$ cat src/ata_tf_pkg.sv
// Package for the ATA task file register block: access and result types,
// register indexes, bit positions and the fixed register values.
// No dependencies.
package ata_tf_pkg;

   typedef logic [3:0] reg_index_type;

   // Register indexes on the bus.
   localparam reg_index_type REG_DATA           = 4'd0;
   localparam reg_index_type REG_ERROR_FEATURE  = 4'd1;
   localparam reg_index_type REG_SECTOR_COUNT   = 4'd2;
   localparam reg_index_type REG_SECTOR_NUMBER  = 4'd3;
   localparam reg_index_type REG_CYLINDER_LOW   = 4'd4;
   localparam reg_index_type REG_CYLINDER_HIGH  = 4'd5;
   localparam reg_index_type REG_DRIVE_HEAD     = 4'd6;
   localparam reg_index_type REG_STATUS_COMMAND = 4'd7;
   localparam reg_index_type REG_DEVICE_CONTROL = 4'd8;

   // Supported command bytes.
   localparam logic [7:0] CMD_IDENTIFY  = 8'hEC;
   localparam logic [7:0] CMD_INIT_PARM = 8'h91;

   // Bit positions.
   localparam int DC_SRST_BIT = 2;
   localparam int DC_NIEN_BIT = 1;
   localparam int DH_DRV_BIT  = 4;

   // Status bits.
   localparam logic [7:0] ST_BSY  = 8'h80;
   localparam logic [7:0] ST_DRDY = 8'h40;
   localparam logic [7:0] ST_DSC  = 8'h10;
   localparam logic [7:0] ST_DRQ  = 8'h08;

   localparam logic [7:0] DH_KEEP_MASK = 8'hF0;
   localparam logic [7:0] ABSENT_READ  = 8'hFF;

   // Reset values.
   localparam logic [7:0] RST_ERROR          = 8'h01;
   localparam logic [7:0] RST_FEATURE        = 8'h00;
   localparam logic [7:0] RST_SECTOR_COUNT   = 8'h01;
   localparam logic [7:0] RST_SECTOR_NUMBER  = 8'h01;
   localparam logic [7:0] RST_CYLINDER       = 8'h00;
   localparam logic [7:0] RST_DRIVE_HEAD     = 8'hA0;
   localparam logic [7:0] RST_STATUS         = ST_DRDY;
   localparam logic [7:0] RST_COMMAND        = 8'h00;
   localparam logic [7:0] RST_DEVICE_CONTROL = 8'h08;

   typedef struct packed {
      logic          is_write;
      reg_index_type reg_index;
      logic [7:0]    write_data;
   } access_type;

   typedef struct packed {
      logic [7:0] read_data;
      logic       bad_access;
      logic       irq_level;
   } result_type;

endpackage

$ cat src/ata_tf_regfile.sv
// Task file register state and the decode of one bus access.
// Depends on ata_tf_pkg.
module ata_tf_regfile
   import ata_tf_pkg::*;
(
   input  logic       clock,
   input  logic       reset,
   input  logic       fire,
   input  access_type access,
   output result_type result
);

   logic [7:0] error_ff, feature_ff, sector_count_ff, sector_number_ff;
   logic [7:0] cylinder_low_ff, cylinder_high_ff, drive_head_ff;
   logic [7:0] status_ff, command_ff, device_control_ff;
   logic       drive_present_ff, irq_pending_ff;

   logic [7:0] error_in, feature_in, sector_count_in, sector_number_in;
   logic [7:0] cylinder_low_in, cylinder_high_in, drive_head_in;
   logic [7:0] status_in, command_in, device_control_in;
   logic       drive_present_in, irq_pending_in;

   logic       srst_was;
   logic       srst_now;

   assign srst_was = device_control_ff[DC_SRST_BIT];
   assign srst_now = access.write_data[DC_SRST_BIT];

   always_comb begin
      error_in          = error_ff;
      feature_in        = feature_ff;
      sector_count_in   = sector_count_ff;
      sector_number_in  = sector_number_ff;
      cylinder_low_in   = cylinder_low_ff;
      cylinder_high_in  = cylinder_high_ff;
      drive_head_in     = drive_head_ff;
      status_in         = status_ff;
      command_in        = command_ff;
      device_control_in = device_control_ff;
      drive_present_in  = drive_present_ff;
      irq_pending_in    = irq_pending_ff;
      result            = '0;

      if (access.is_write) begin
         if (access.reg_index == REG_DRIVE_HEAD) begin
            drive_head_in    = access.write_data;
            drive_present_in = ~access.write_data[DH_DRV_BIT];
         end else if (access.reg_index == REG_DEVICE_CONTROL) begin
            if (srst_was && !srst_now) begin
               drive_head_in    = drive_head_ff & DH_KEEP_MASK;
               status_in        = ST_DRDY | ST_DSC;
               sector_count_in  = RST_SECTOR_COUNT;
               sector_number_in = RST_SECTOR_NUMBER;
               cylinder_low_in  = RST_CYLINDER;
               cylinder_high_in = RST_CYLINDER;
               error_in         = RST_ERROR;
               command_in       = RST_COMMAND;
            end else if (!srst_was && srst_now) begin
               error_in  = RST_ERROR;
               status_in = ST_BSY | ST_DSC;
            end
            device_control_in = access.write_data;
         end else if (drive_present_ff) begin
            unique case (access.reg_index)
               REG_ERROR_FEATURE:  feature_in       = access.write_data;
               REG_SECTOR_COUNT:   sector_count_in  = access.write_data;
               REG_SECTOR_NUMBER:  sector_number_in = access.write_data;
               REG_CYLINDER_LOW:   cylinder_low_in  = access.write_data;
               REG_CYLINDER_HIGH:  cylinder_high_in = access.write_data;
               REG_STATUS_COMMAND: begin
                  command_in = access.write_data;
                  priority if (access.write_data == CMD_IDENTIFY) begin
                     status_in = ST_DRDY | ST_DSC | ST_DRQ;
                  end else if (access.write_data == CMD_INIT_PARM) begin
                     status_in = ST_DRDY | ST_DSC;
                     error_in  = 8'h00;
                  end else begin
                     result.bad_access = 1'b1;
                  end
                  if (!result.bad_access && !device_control_ff[DC_NIEN_BIT]) begin
                     irq_pending_in = 1'b1;
                  end
               end
               default:            result.bad_access = 1'b1;
            endcase
         end
      end else if (!drive_present_ff) begin
         result.read_data = ABSENT_READ;
      end else begin
         unique case (access.reg_index)
            REG_ERROR_FEATURE:  result.read_data = error_ff;
            REG_SECTOR_COUNT:   result.read_data = sector_count_ff;
            REG_SECTOR_NUMBER:  result.read_data = sector_number_ff;
            REG_CYLINDER_LOW:   result.read_data = cylinder_low_ff;
            REG_CYLINDER_HIGH:  result.read_data = cylinder_high_ff;
            REG_DRIVE_HEAD:     result.read_data = drive_head_ff;
            REG_STATUS_COMMAND: begin
               result.read_data = status_ff;
               irq_pending_in   = 1'b0;
            end
            REG_DEVICE_CONTROL: result.read_data = status_ff;
            default:            result.bad_access = 1'b1;
         endcase
      end

      result.irq_level = irq_pending_in;
   end

   always_ff @(posedge clock) begin
      if (reset) begin
         error_ff          <= RST_ERROR;
         feature_ff        <= RST_FEATURE;
         sector_count_ff   <= RST_SECTOR_COUNT;
         sector_number_ff  <= RST_SECTOR_NUMBER;
         cylinder_low_ff   <= RST_CYLINDER;
         cylinder_high_ff  <= RST_CYLINDER;
         drive_head_ff     <= RST_DRIVE_HEAD;
         status_ff         <= RST_STATUS;
         command_ff        <= RST_COMMAND;
         device_control_ff <= RST_DEVICE_CONTROL;
         drive_present_ff  <= 1'b1;
         irq_pending_ff    <= 1'b0;
      end else if (fire) begin
         error_ff          <= error_in;
         feature_ff        <= feature_in;
         sector_count_ff   <= sector_count_in;
         sector_number_ff  <= sector_number_in;
         cylinder_low_ff   <= cylinder_low_in;
         cylinder_high_ff  <= cylinder_high_in;
         drive_head_ff     <= drive_head_in;
         status_ff         <= status_in;
         command_ff        <= command_in;
         device_control_ff <= device_control_in;
         drive_present_ff  <= drive_present_in;
         irq_pending_ff    <= irq_pending_in;
      end
   end

endmodule

$ cat src/ata_task_file_register_block_core.sv
// Top level of the ATA task file register block: input beat register,
// register file with access decode, and result beat register.
// Depends on ata_tf_pkg and ata_tf_regfile.
//
// Usage: each req beat is one byte-wide bus access (req_command 0 read,
// 1 write, req_reg_index 0..8, req_write_data). Every access produces
// exactly one rsp beat carrying the read byte (zero on writes), a flag for
// bad accesses (data port, index above 8, unsupported command byte) and
// the interrupt request level after the access.
// Flow: a request beat lands in the input register at its accept edge;
// the access is decoded from that register and applied to the task file
// at the edge that also registers its response beat and sets rsp_valid.
// Throughput is one access per cycle while rsp_ready stays high, set by
// the single decode pass between the two registers.
// Reset (synchronous, active high) empties both beat registers and loads
// the power-on task file values: error 0x01, sector count and number
// 0x01, drive/head 0xA0, status 0x40, device control 0x08, drive present,
// no interrupt pending.
// Stalls: while rsp_ready is low the response beat holds; the input
// register still takes one more request, then req_ready drops until the
// response beat is taken.
module ata_task_file_register_block_core
   import ata_tf_pkg::*;
(
   input  logic       clock,
   input  logic       reset,
   input  logic       req_valid,
   output logic       req_ready,
   input  logic       req_command,
   input  logic [3:0] req_reg_index,
   input  logic [7:0] req_write_data,
   output logic       rsp_valid,
   input  logic       rsp_ready,
   output logic [7:0] rsp_read_data,
   output logic       rsp_bad_access,
   output logic       rsp_irq_level
);

   // Input beat register.
   logic       in_valid_ff;
   access_type access_ff;

   // Result beat register.
   logic       rsp_valid_ff;
   result_type result_ff;

   result_type result_in;
   logic       advance;

   // The access in the input register is applied when the result register
   // is empty or its beat is taken in this same cycle.
   assign advance   = in_valid_ff && (!rsp_valid_ff || rsp_ready);
   assign req_ready = !in_valid_ff || advance;

   ata_tf_regfile u_regfile (
      .clock  (clock),
      .reset  (reset),
      .fire   (advance),
      .access (access_ff),
      .result (result_in)
   );

   always_ff @(posedge clock) begin
      if (reset) begin
         in_valid_ff <= 1'b0;
      end else if (req_ready) begin
         in_valid_ff <= req_valid;
      end
   end

   // Payload needs no reset; it is only looked at while its valid is set.
   always_ff @(posedge clock) begin
      if (req_valid && req_ready) begin
         access_ff.is_write   <= req_command;
         access_ff.reg_index  <= req_reg_index;
         access_ff.write_data <= req_write_data;
      end
   end

   always_ff @(posedge clock) begin
      if (reset) begin
         rsp_valid_ff <= 1'b0;
      end else if (advance) begin
         rsp_valid_ff <= 1'b1;
      end else if (rsp_ready) begin
         rsp_valid_ff <= 1'b0;
      end
   end

   always_ff @(posedge clock) begin
      if (advance) begin
         result_ff <= result_in;
      end
   end

   assign rsp_valid      = rsp_valid_ff;
   assign rsp_read_data  = result_ff.read_data;
   assign rsp_bad_access = result_ff.bad_access;
   assign rsp_irq_level  = result_ff.irq_level;

   // An empty result register never holds back the request side.
   assert property (@(posedge clock) disable iff (reset)
      !rsp_valid_ff |-> req_ready)
      else $error("req_ready low while the result register is empty");

   // A pending access that cannot move on stays in the input register.
   assert property (@(posedge clock) disable iff (reset)
      (in_valid_ff && !advance) |=> in_valid_ff)
      else $error("pending access dropped from the input register");

   // Bad accesses always carry a zero read byte.
   assert property (@(posedge clock) disable iff (reset)
      (rsp_valid_ff && rsp_bad_access) |-> (rsp_read_data == 8'h00))
      else $error("bad access returned a nonzero byte");

   // A data port read is either flagged bad or sees an absent drive.
   assert property (@(posedge clock) disable iff (reset)
      (advance && !access_ff.is_write && access_ff.reg_index == REG_DATA)
      |=> (rsp_valid_ff && (rsp_bad_access || rsp_read_data == ABSENT_READ)))
      else $error("data port read not flagged");

endmodule

$ cat config.mk
export PLATFORM = sky130hd
export DESIGN_NAME = ata_task_file_register_block_core
export DESIGN_NICKNAME = d
export VERILOG_FILES = /design/src/ata_tf_pkg.sv /design/src/ata_tf_regfile.sv /design/src/ata_task_file_register_block_core.sv
export SDC_FILE = /design/constraint.sdc
export NUM_CORES = 1
export LEC_CHECK = 0
export BUFFER_PORTS_ARGS = -buffer_cell sky130_fd_sc_hd__clkbuf_2
export CAP_MARGIN = 10
export CORE_UTILIZATION = 61
export CTS_BUF_LIST = sky130_fd_sc_hd__clkbuf_8
export DETAILED_ROUTE_END_ITERATION = 16
export HOLD_SLACK_MARGIN = 0.02
export PLACE_DENSITY = 0.81
export SLEW_MARGIN = 10
export SYNTH_ARGS = -nofsm -noshare
export SYNTH_HDL_FRONTEND = slang
export SYNTH_SLANG_ARGS = --single-unit
$ cat constraint.sdc
create_clock -name clock -period 2.2 [get_ports clock]
set_input_delay 0.11 -clock clock [delete_from_list [all_inputs] [get_ports clock]]
set_output_delay 0.11 -clock clock [all_outputs]
set_load 0.01 [all_outputs]
# Word level (Yosys, flattened, before mapping)
# Cells that the tools add are included.
dict set report word_totals {
  register_bits 86
  latchBits 0
  ram_bits 0
  mem_bits_ro 0
  inputBits 17
  out_inout_bits 12
  elab_cells 127
  mem_count 0
}
dict set report classes {
  addsub 0
  n_mul 0
  div 0
  magnitude_cmp 0
  n_eq_ne 13
  shift 0
  n_mux 57
  bitwise_logic 2
  reduce_logical 36
}
# op n
set ops {}
lappend ops {{8-bit 2-to-1 mux} 31}
lappend ops {{8-bit one-hot mux with 7 select lines} 1}
lappend ops {{6-bit AND reduction} 4}
lappend ops {{1-bit 2-to-1 mux} 23}
lappend ops {{2-bit nonzero test} 10}
lappend ops {{4-bit by 3-bit equality test with 1-bit output (second input constant)} 4}
lappend ops {{8-bit equality test (second input constant)} 2}
lappend ops {{4-bit by 2-bit equality test with 1-bit output (second input constant)} 2}
lappend ops {{4-bit AND reduction} 2}
lappend ops {{8-bit AND reduction} 1}
lappend ops {{8-bit OR reduction} 1}
lappend ops {{7-bit AND reduction} 1}
lappend ops {{1-bit logical NOT} 6}
lappend ops {{1-bit logical AND} 5}
lappend ops {{5-bit OR reduction} 1}
lappend ops {{4-bit by 1-bit equality test with 1-bit output (second input constant)} 1}
lappend ops {{4-bit equality test (second input constant)} 1}
lappend ops {{4-bit 2-to-1 mux} 1}
lappend ops {{3-bit inequality test (second input constant)} 1}
lappend ops {{3-bit AND reduction} 1}
lappend ops {{3-bit nonzero test} 1}
lappend ops {{1-bit logical OR} 2}
lappend ops {{2-bit by 1-bit inequality test with 1-bit output (second input constant)} 1}
lappend ops {{2-bit inequality test (second input constant)} 1}
lappend ops {{3 further kinds} 4}

# Logic depth before layout (Yosys ltp)
dict set report logic_depth {
  ltp_word 16
  ltp_mapped 7
  mapped_depth_nobuf 7
}

# Modules after synthesis
# From an unflattened synthesis, not the netlist that was laid out.
dict set report unflattened {
  hier_cells 326
  area_unflattened_um2 3363.2
}
# mod instances cells_per_inst area_per_inst_um2 seq_area_each_um2
set modules_own_cells {}
lappend modules_own_cells {ata_tf_regfile 1 293 2568.7 980.9}
lappend modules_own_cells {ata_task_file_register_block_core 1 33 794.5 730.7}

# Worst setup path after synthesis
# OpenSTA, ideal clock, no wires.
dict set report synth_path {
  kind {reg2reg}
  start {register access_ff[8] (netlist name)}
  end {register u_regfile.sector_number_ff[1]}
  arrival_ns 1.794
  path_slack_ns 0.279
  stages_incl_launch_ff 7
  n_path_buf 1
  period_less_slack_ns 1.921
  cell_sequence {edfxtp_1 -> buf_6 -> nor4b_4 -> a22oi_2 -> nor4_4 -> mux2i_1 -> nor2_1}
}
dict set report synth_between {
  elab_chain_len 3
}
# element line
set synth_lines {}
lappend synth_lines {{start: declaration} ata_task_file_register_block_core.sv:41} ;# access_type access_ff;
lappend synth_lines {{4-bit equality test (tied with other cells)} ata_tf_regfile.sv:48} ;# end else if (access.reg_index == REG_DEVICE_CONTROL) begin
lappend synth_lines {{2-bit inequality test (no source line) (tied with other cells)} --}
lappend synth_lines {{6-bit AND reduction (no source line)} --}
lappend synth_lines {{end signal: assignment} ata_tf_regfile.sv:127} ;# sector_number_ff <= sector_number_in;
lappend synth_lines {{end: declaration} ata_tf_regfile.sv:13} ;# logic [7:0] error_ff, feature_ff, sector_count_ff, sector_number_ff;
# Several ways; a longest one is shown, not always the timed one.
# A chain may end at the register's enable or synchronous reset.

# Final worst setup path
dict set report layout_path {
  start {register access_ff[8] (netlist name)}
  end {register u_regfile.sector_number_ff[5]}
}
# Same word-level chain as after synthesis.

==> impl_metrics.env <==
export IMPL_rsz0062_at_grt="no"
export IMPL_power_density_mw_per_mm2=654
export IMPL_yosysWarnings=0
export IMPL_n_antenna_cell=0
export IMPL_fin_worst_skew_ns=0.0110
export IMPL_synth_top_flop_cell="dfxtp_1"
export IMPL_grt_overflow_total=0
export IMPL_cts_made_buffers=9
export IMPL_ys_async_sr_fraction_pct=0
export IMPL_antenna_found_initial=0
export IMPL_dp_hpwl_mm=5.90
export IMPL_drt_pass1_iterations=5
export IMPL_critPathLaunchType="flop"
export IMPL_seq_area_frac_synth_pct=51.0
export IMPL_r2r_setup_slack_ns=0.17
export IMPL_post_cts_setup_buffers=0
export IMPL_synth_cells=334
export IMPL_dr_total_vias=2861
export IMPL_die_w_um=76.2
export IMPL_initial_utilization_pct=64.4
export IMPL_tightestPinTransition_ns=0.608
export IMPL_io_pins=29
export IMPL_reg2reg_depth=7
export IMPL_grt_max_degree=31
export IMPL_track_usage_pct=31.7
export IMPL_min_to="u_regfile.drive_head_ff[0]"
export IMPL_setup_viol=0
export IMPL_synth_area_per_cell_um2=10.0
export IMPL_syn_area_mm2=0.00335
export IMPL_area_growth_pct=18.4
export IMPL_synth_edf_count=23
export IMPL_status="finished, final reports clean"
export IMPL_ant_nets=0
export IMPL_cp_required_ns=2.43
export IMPL_tns_ns=0
export IMPL_cts_sinks=74
export IMPL_post_place_ws_ns=0.122
export IMPL_drive_gt1_share_pct=19.2
export IMPL_crit_arrival_ns=2.26
export IMPL_cap_violations=0
export IMPL_crit_path_end_kind="flop"
export IMPL_finish_utilization_pct=76.3
export IMPL_period_needed_ns=2.03
export IMPL_fp_row_count=26
export IMPL_r2r_start="access_ff[8]"
export IMPL_critPathMaxFanout=9
export IMPL_period_share_pct=92.3
export IMPL_clkTransAtPathRegs_ns=0.08
export IMPL_remaining_drc_errors=0
export IMPL_cts_max_level=3
export IMPL_hold_class="input pin to flop"
export IMPL_final_hold_viol_count=0
export IMPL_ys_ff_latch=74
export IMPL_viasPerCell=6.15
export IMPL_routedWlPerCell_um=18.6
export IMPL_routabilityCongestion=0.944
export IMPL_die_y_um=76.2
export IMPL_core_area_mm2=0.00520
export IMPL_insertion_delay_ns=0.35
export IMPL_io_buffers=28
export IMPL_cellLeakagePower_uw=0.00161
export IMPL_vdd_drop_max_uv=661
export IMPL_clockBufferDepth=2
export IMPL_ys_types=49
export IMPL_dieArea_mm2=0.00580
export IMPL_final_max_slew_violation_count=0
export IMPL_cts_tree="built"
export IMPL_final_setup_worst_slack_ns=0.170
export IMPL_holdPathStages=2
export IMPL_wirelength_mm=8.63
export IMPL_grt_pass1_vias=2773
export IMPL_drt_iter0_drc=310
export IMPL_nets=408
export IMPL_min_from="reset"
export IMPL_r2r_end="u_regfile.sector_number_ff[5]"
export IMPL_fmax_ghz=0.493
export IMPL_syn_nets=352
export IMPL_slew_headroom_pct=58.9
export IMPL_critPathKind="flop to flop"
export IMPL_grt_pass1_wl_mm=13.9
export IMPL_cts_root_buf="clkbuf_8"
[where the power goes]
group	internal [uW]	leakage, uW	total, uW	switching (uW)
combinational	91.7	0.000879	220	128
clock	425	0.000100	918	493
sequential	1440	0.000635	1460	26.1
total	1950	0.00161	2600	647
[sequential cells by signal, indices dropped and copies added, names as in the netlist]
signal                       cells
u_regfile.irq_pending_ff         1
access_ff                       13
rsp_bad_access                   1
u_regfile.device_control_ff      2
u_regfile.cylinder_high_ff       8
rsp_irq_level                    1
u_regfile.error_ff               1
u_regfile.drive_present_ff       1
u_regfile.sector_number_ff       8
u_regfile.cylinder_low_ff        8
u_regfile.status_ff              4
u_regfile.drive_head_ff          8
in_valid_ff                      1
u_regfile.sector_count_ff        8
rsp_read_data                    8
rsp_valid                        1
[through the flow]
step                instances  hold slack (ns)  power, uW  instance area [um2]
finish                    465            0.197       2600                 3970
global route              465            0.200       2670                 3970
CTS                       465            0.193       2590                 3970
detailed placement        435            0.289       1690                 3660
global placement          435            0.286       1680                 3660
floorplan                 334            0.209       1610                 3350
[worst max-delay path by stage]
stage	start	end	slack, ns	depth (start not counted)
after detailed placement	access_ff[10]	u_regfile.cylinder_high_ff[0]	0.12	7
after CTS	access_ff[10]	u_regfile.cylinder_high_ff[0]	0.12	7
final	access_ff[8]	u_regfile.sector_number_ff[5]	0.17	7
after global placement	access_ff[10]	u_regfile.cylinder_high_ff[3]	0.18	7
after global routing	access_ff[9]	u_regfile.drive_present_ff	0.03	6
after floorplan	access_ff[8]	u_regfile.sector_number_ff[1]	0.28	6
[kinds of logic after synthesis]
family          Yosys count  share of synthesized area (%)
simple gates            128                           20.1
fa+ha+maj                 1                          0.373
mux                      43                           12.9
flops                    74                           51.0
compound gates           63                           12.3
buf+inv                  25                           3.28
[cells in the mapped netlist (2+ instances only)]
library cell	instances	area share [%]
a31o_2	2	0.52
nand2_1	24	2.7
nor3_1	5	0.75
and2_1	2	0.37
a21oi_1	22	3.3
dfxtp_1	51	30
mux2_2	2	0.67
a22oi_1	6	1.3
nor4_4	2	1.3
or3_1	4	0.75
nand4_1	2	0.37
o31ai_1	2	0.45
o21ai_0	10	1.5
buf_2	3	0.45
nand2b_1	4	0.75
nor4b_1	2	0.52
inv_1	4	0.45
clkbuf_1	14	1.6
edfxtp_1	23	21
and3_1	5	0.93
nor2b_1	13	2.4
a22o_1	3	0.78
a221oi_1	4	1.0
nand3_1	7	1.0
mux2i_1	41	12
o211ai_1	4	0.90
nor2_1	50	5.6
a211o_1	2	0.52
[per-layer routing]
layer / track usage [%] / vias up / share of wire (%)
li1: - / 1311 / -
met1: 37.7 / 1360 / 40
met2: 53.1 / 163 / 49
met3: 8.50 / 27 / 8.5
met4: 15.6 / 0 / 3.0
met5: 0 / - / 0
[cells in the final DEF (no fill, tap or decap), types with 6 or more instances in the layout]
cell           Yosys  layout
a21oi_1           22      22
a22oi_1            6       6
buf_4              1      23
clkbuf_2           1      28
clkbuf_8           0      10
dfxtp_1           51      51
dlygate4sd3_1      0      14
edfxtp_1          23      23
inv_1              4       7
mux2i_1           41      41
nand2_1           24      24
nand3_1            7       7
nor2_1            50      50
nor2b_1           13      12
o21ai_0           10      10
[area by class of cell]
class                   count  area, um2
inverters                   5       18.8
repair buffers             65        453
fillers                   366       1230
clock inverters             6       27.5
clock buffers              10        138
well taps                  70       87.6
flip-flops and latches     74       1710
multi-input cells         235       1540
[critical path, cell delays in order, from the launching register on]
cell	delay, ns
edfxtp_1	0.49
nor4b_4	0.49
buf_4	0.21
a22oi_2	0.09
nor4_4	0.13
buf_4	0.23
mux2i_1	0.20
nor2_1	0.06
[repair_timing]
item,CTS,global route
hold buffers,14,0
setup endpoints to repair,0,4
resized for setup,0,1
endpoints found under the hold margin,14,0
No activity file was read; power rests on OpenSTA's default activity.
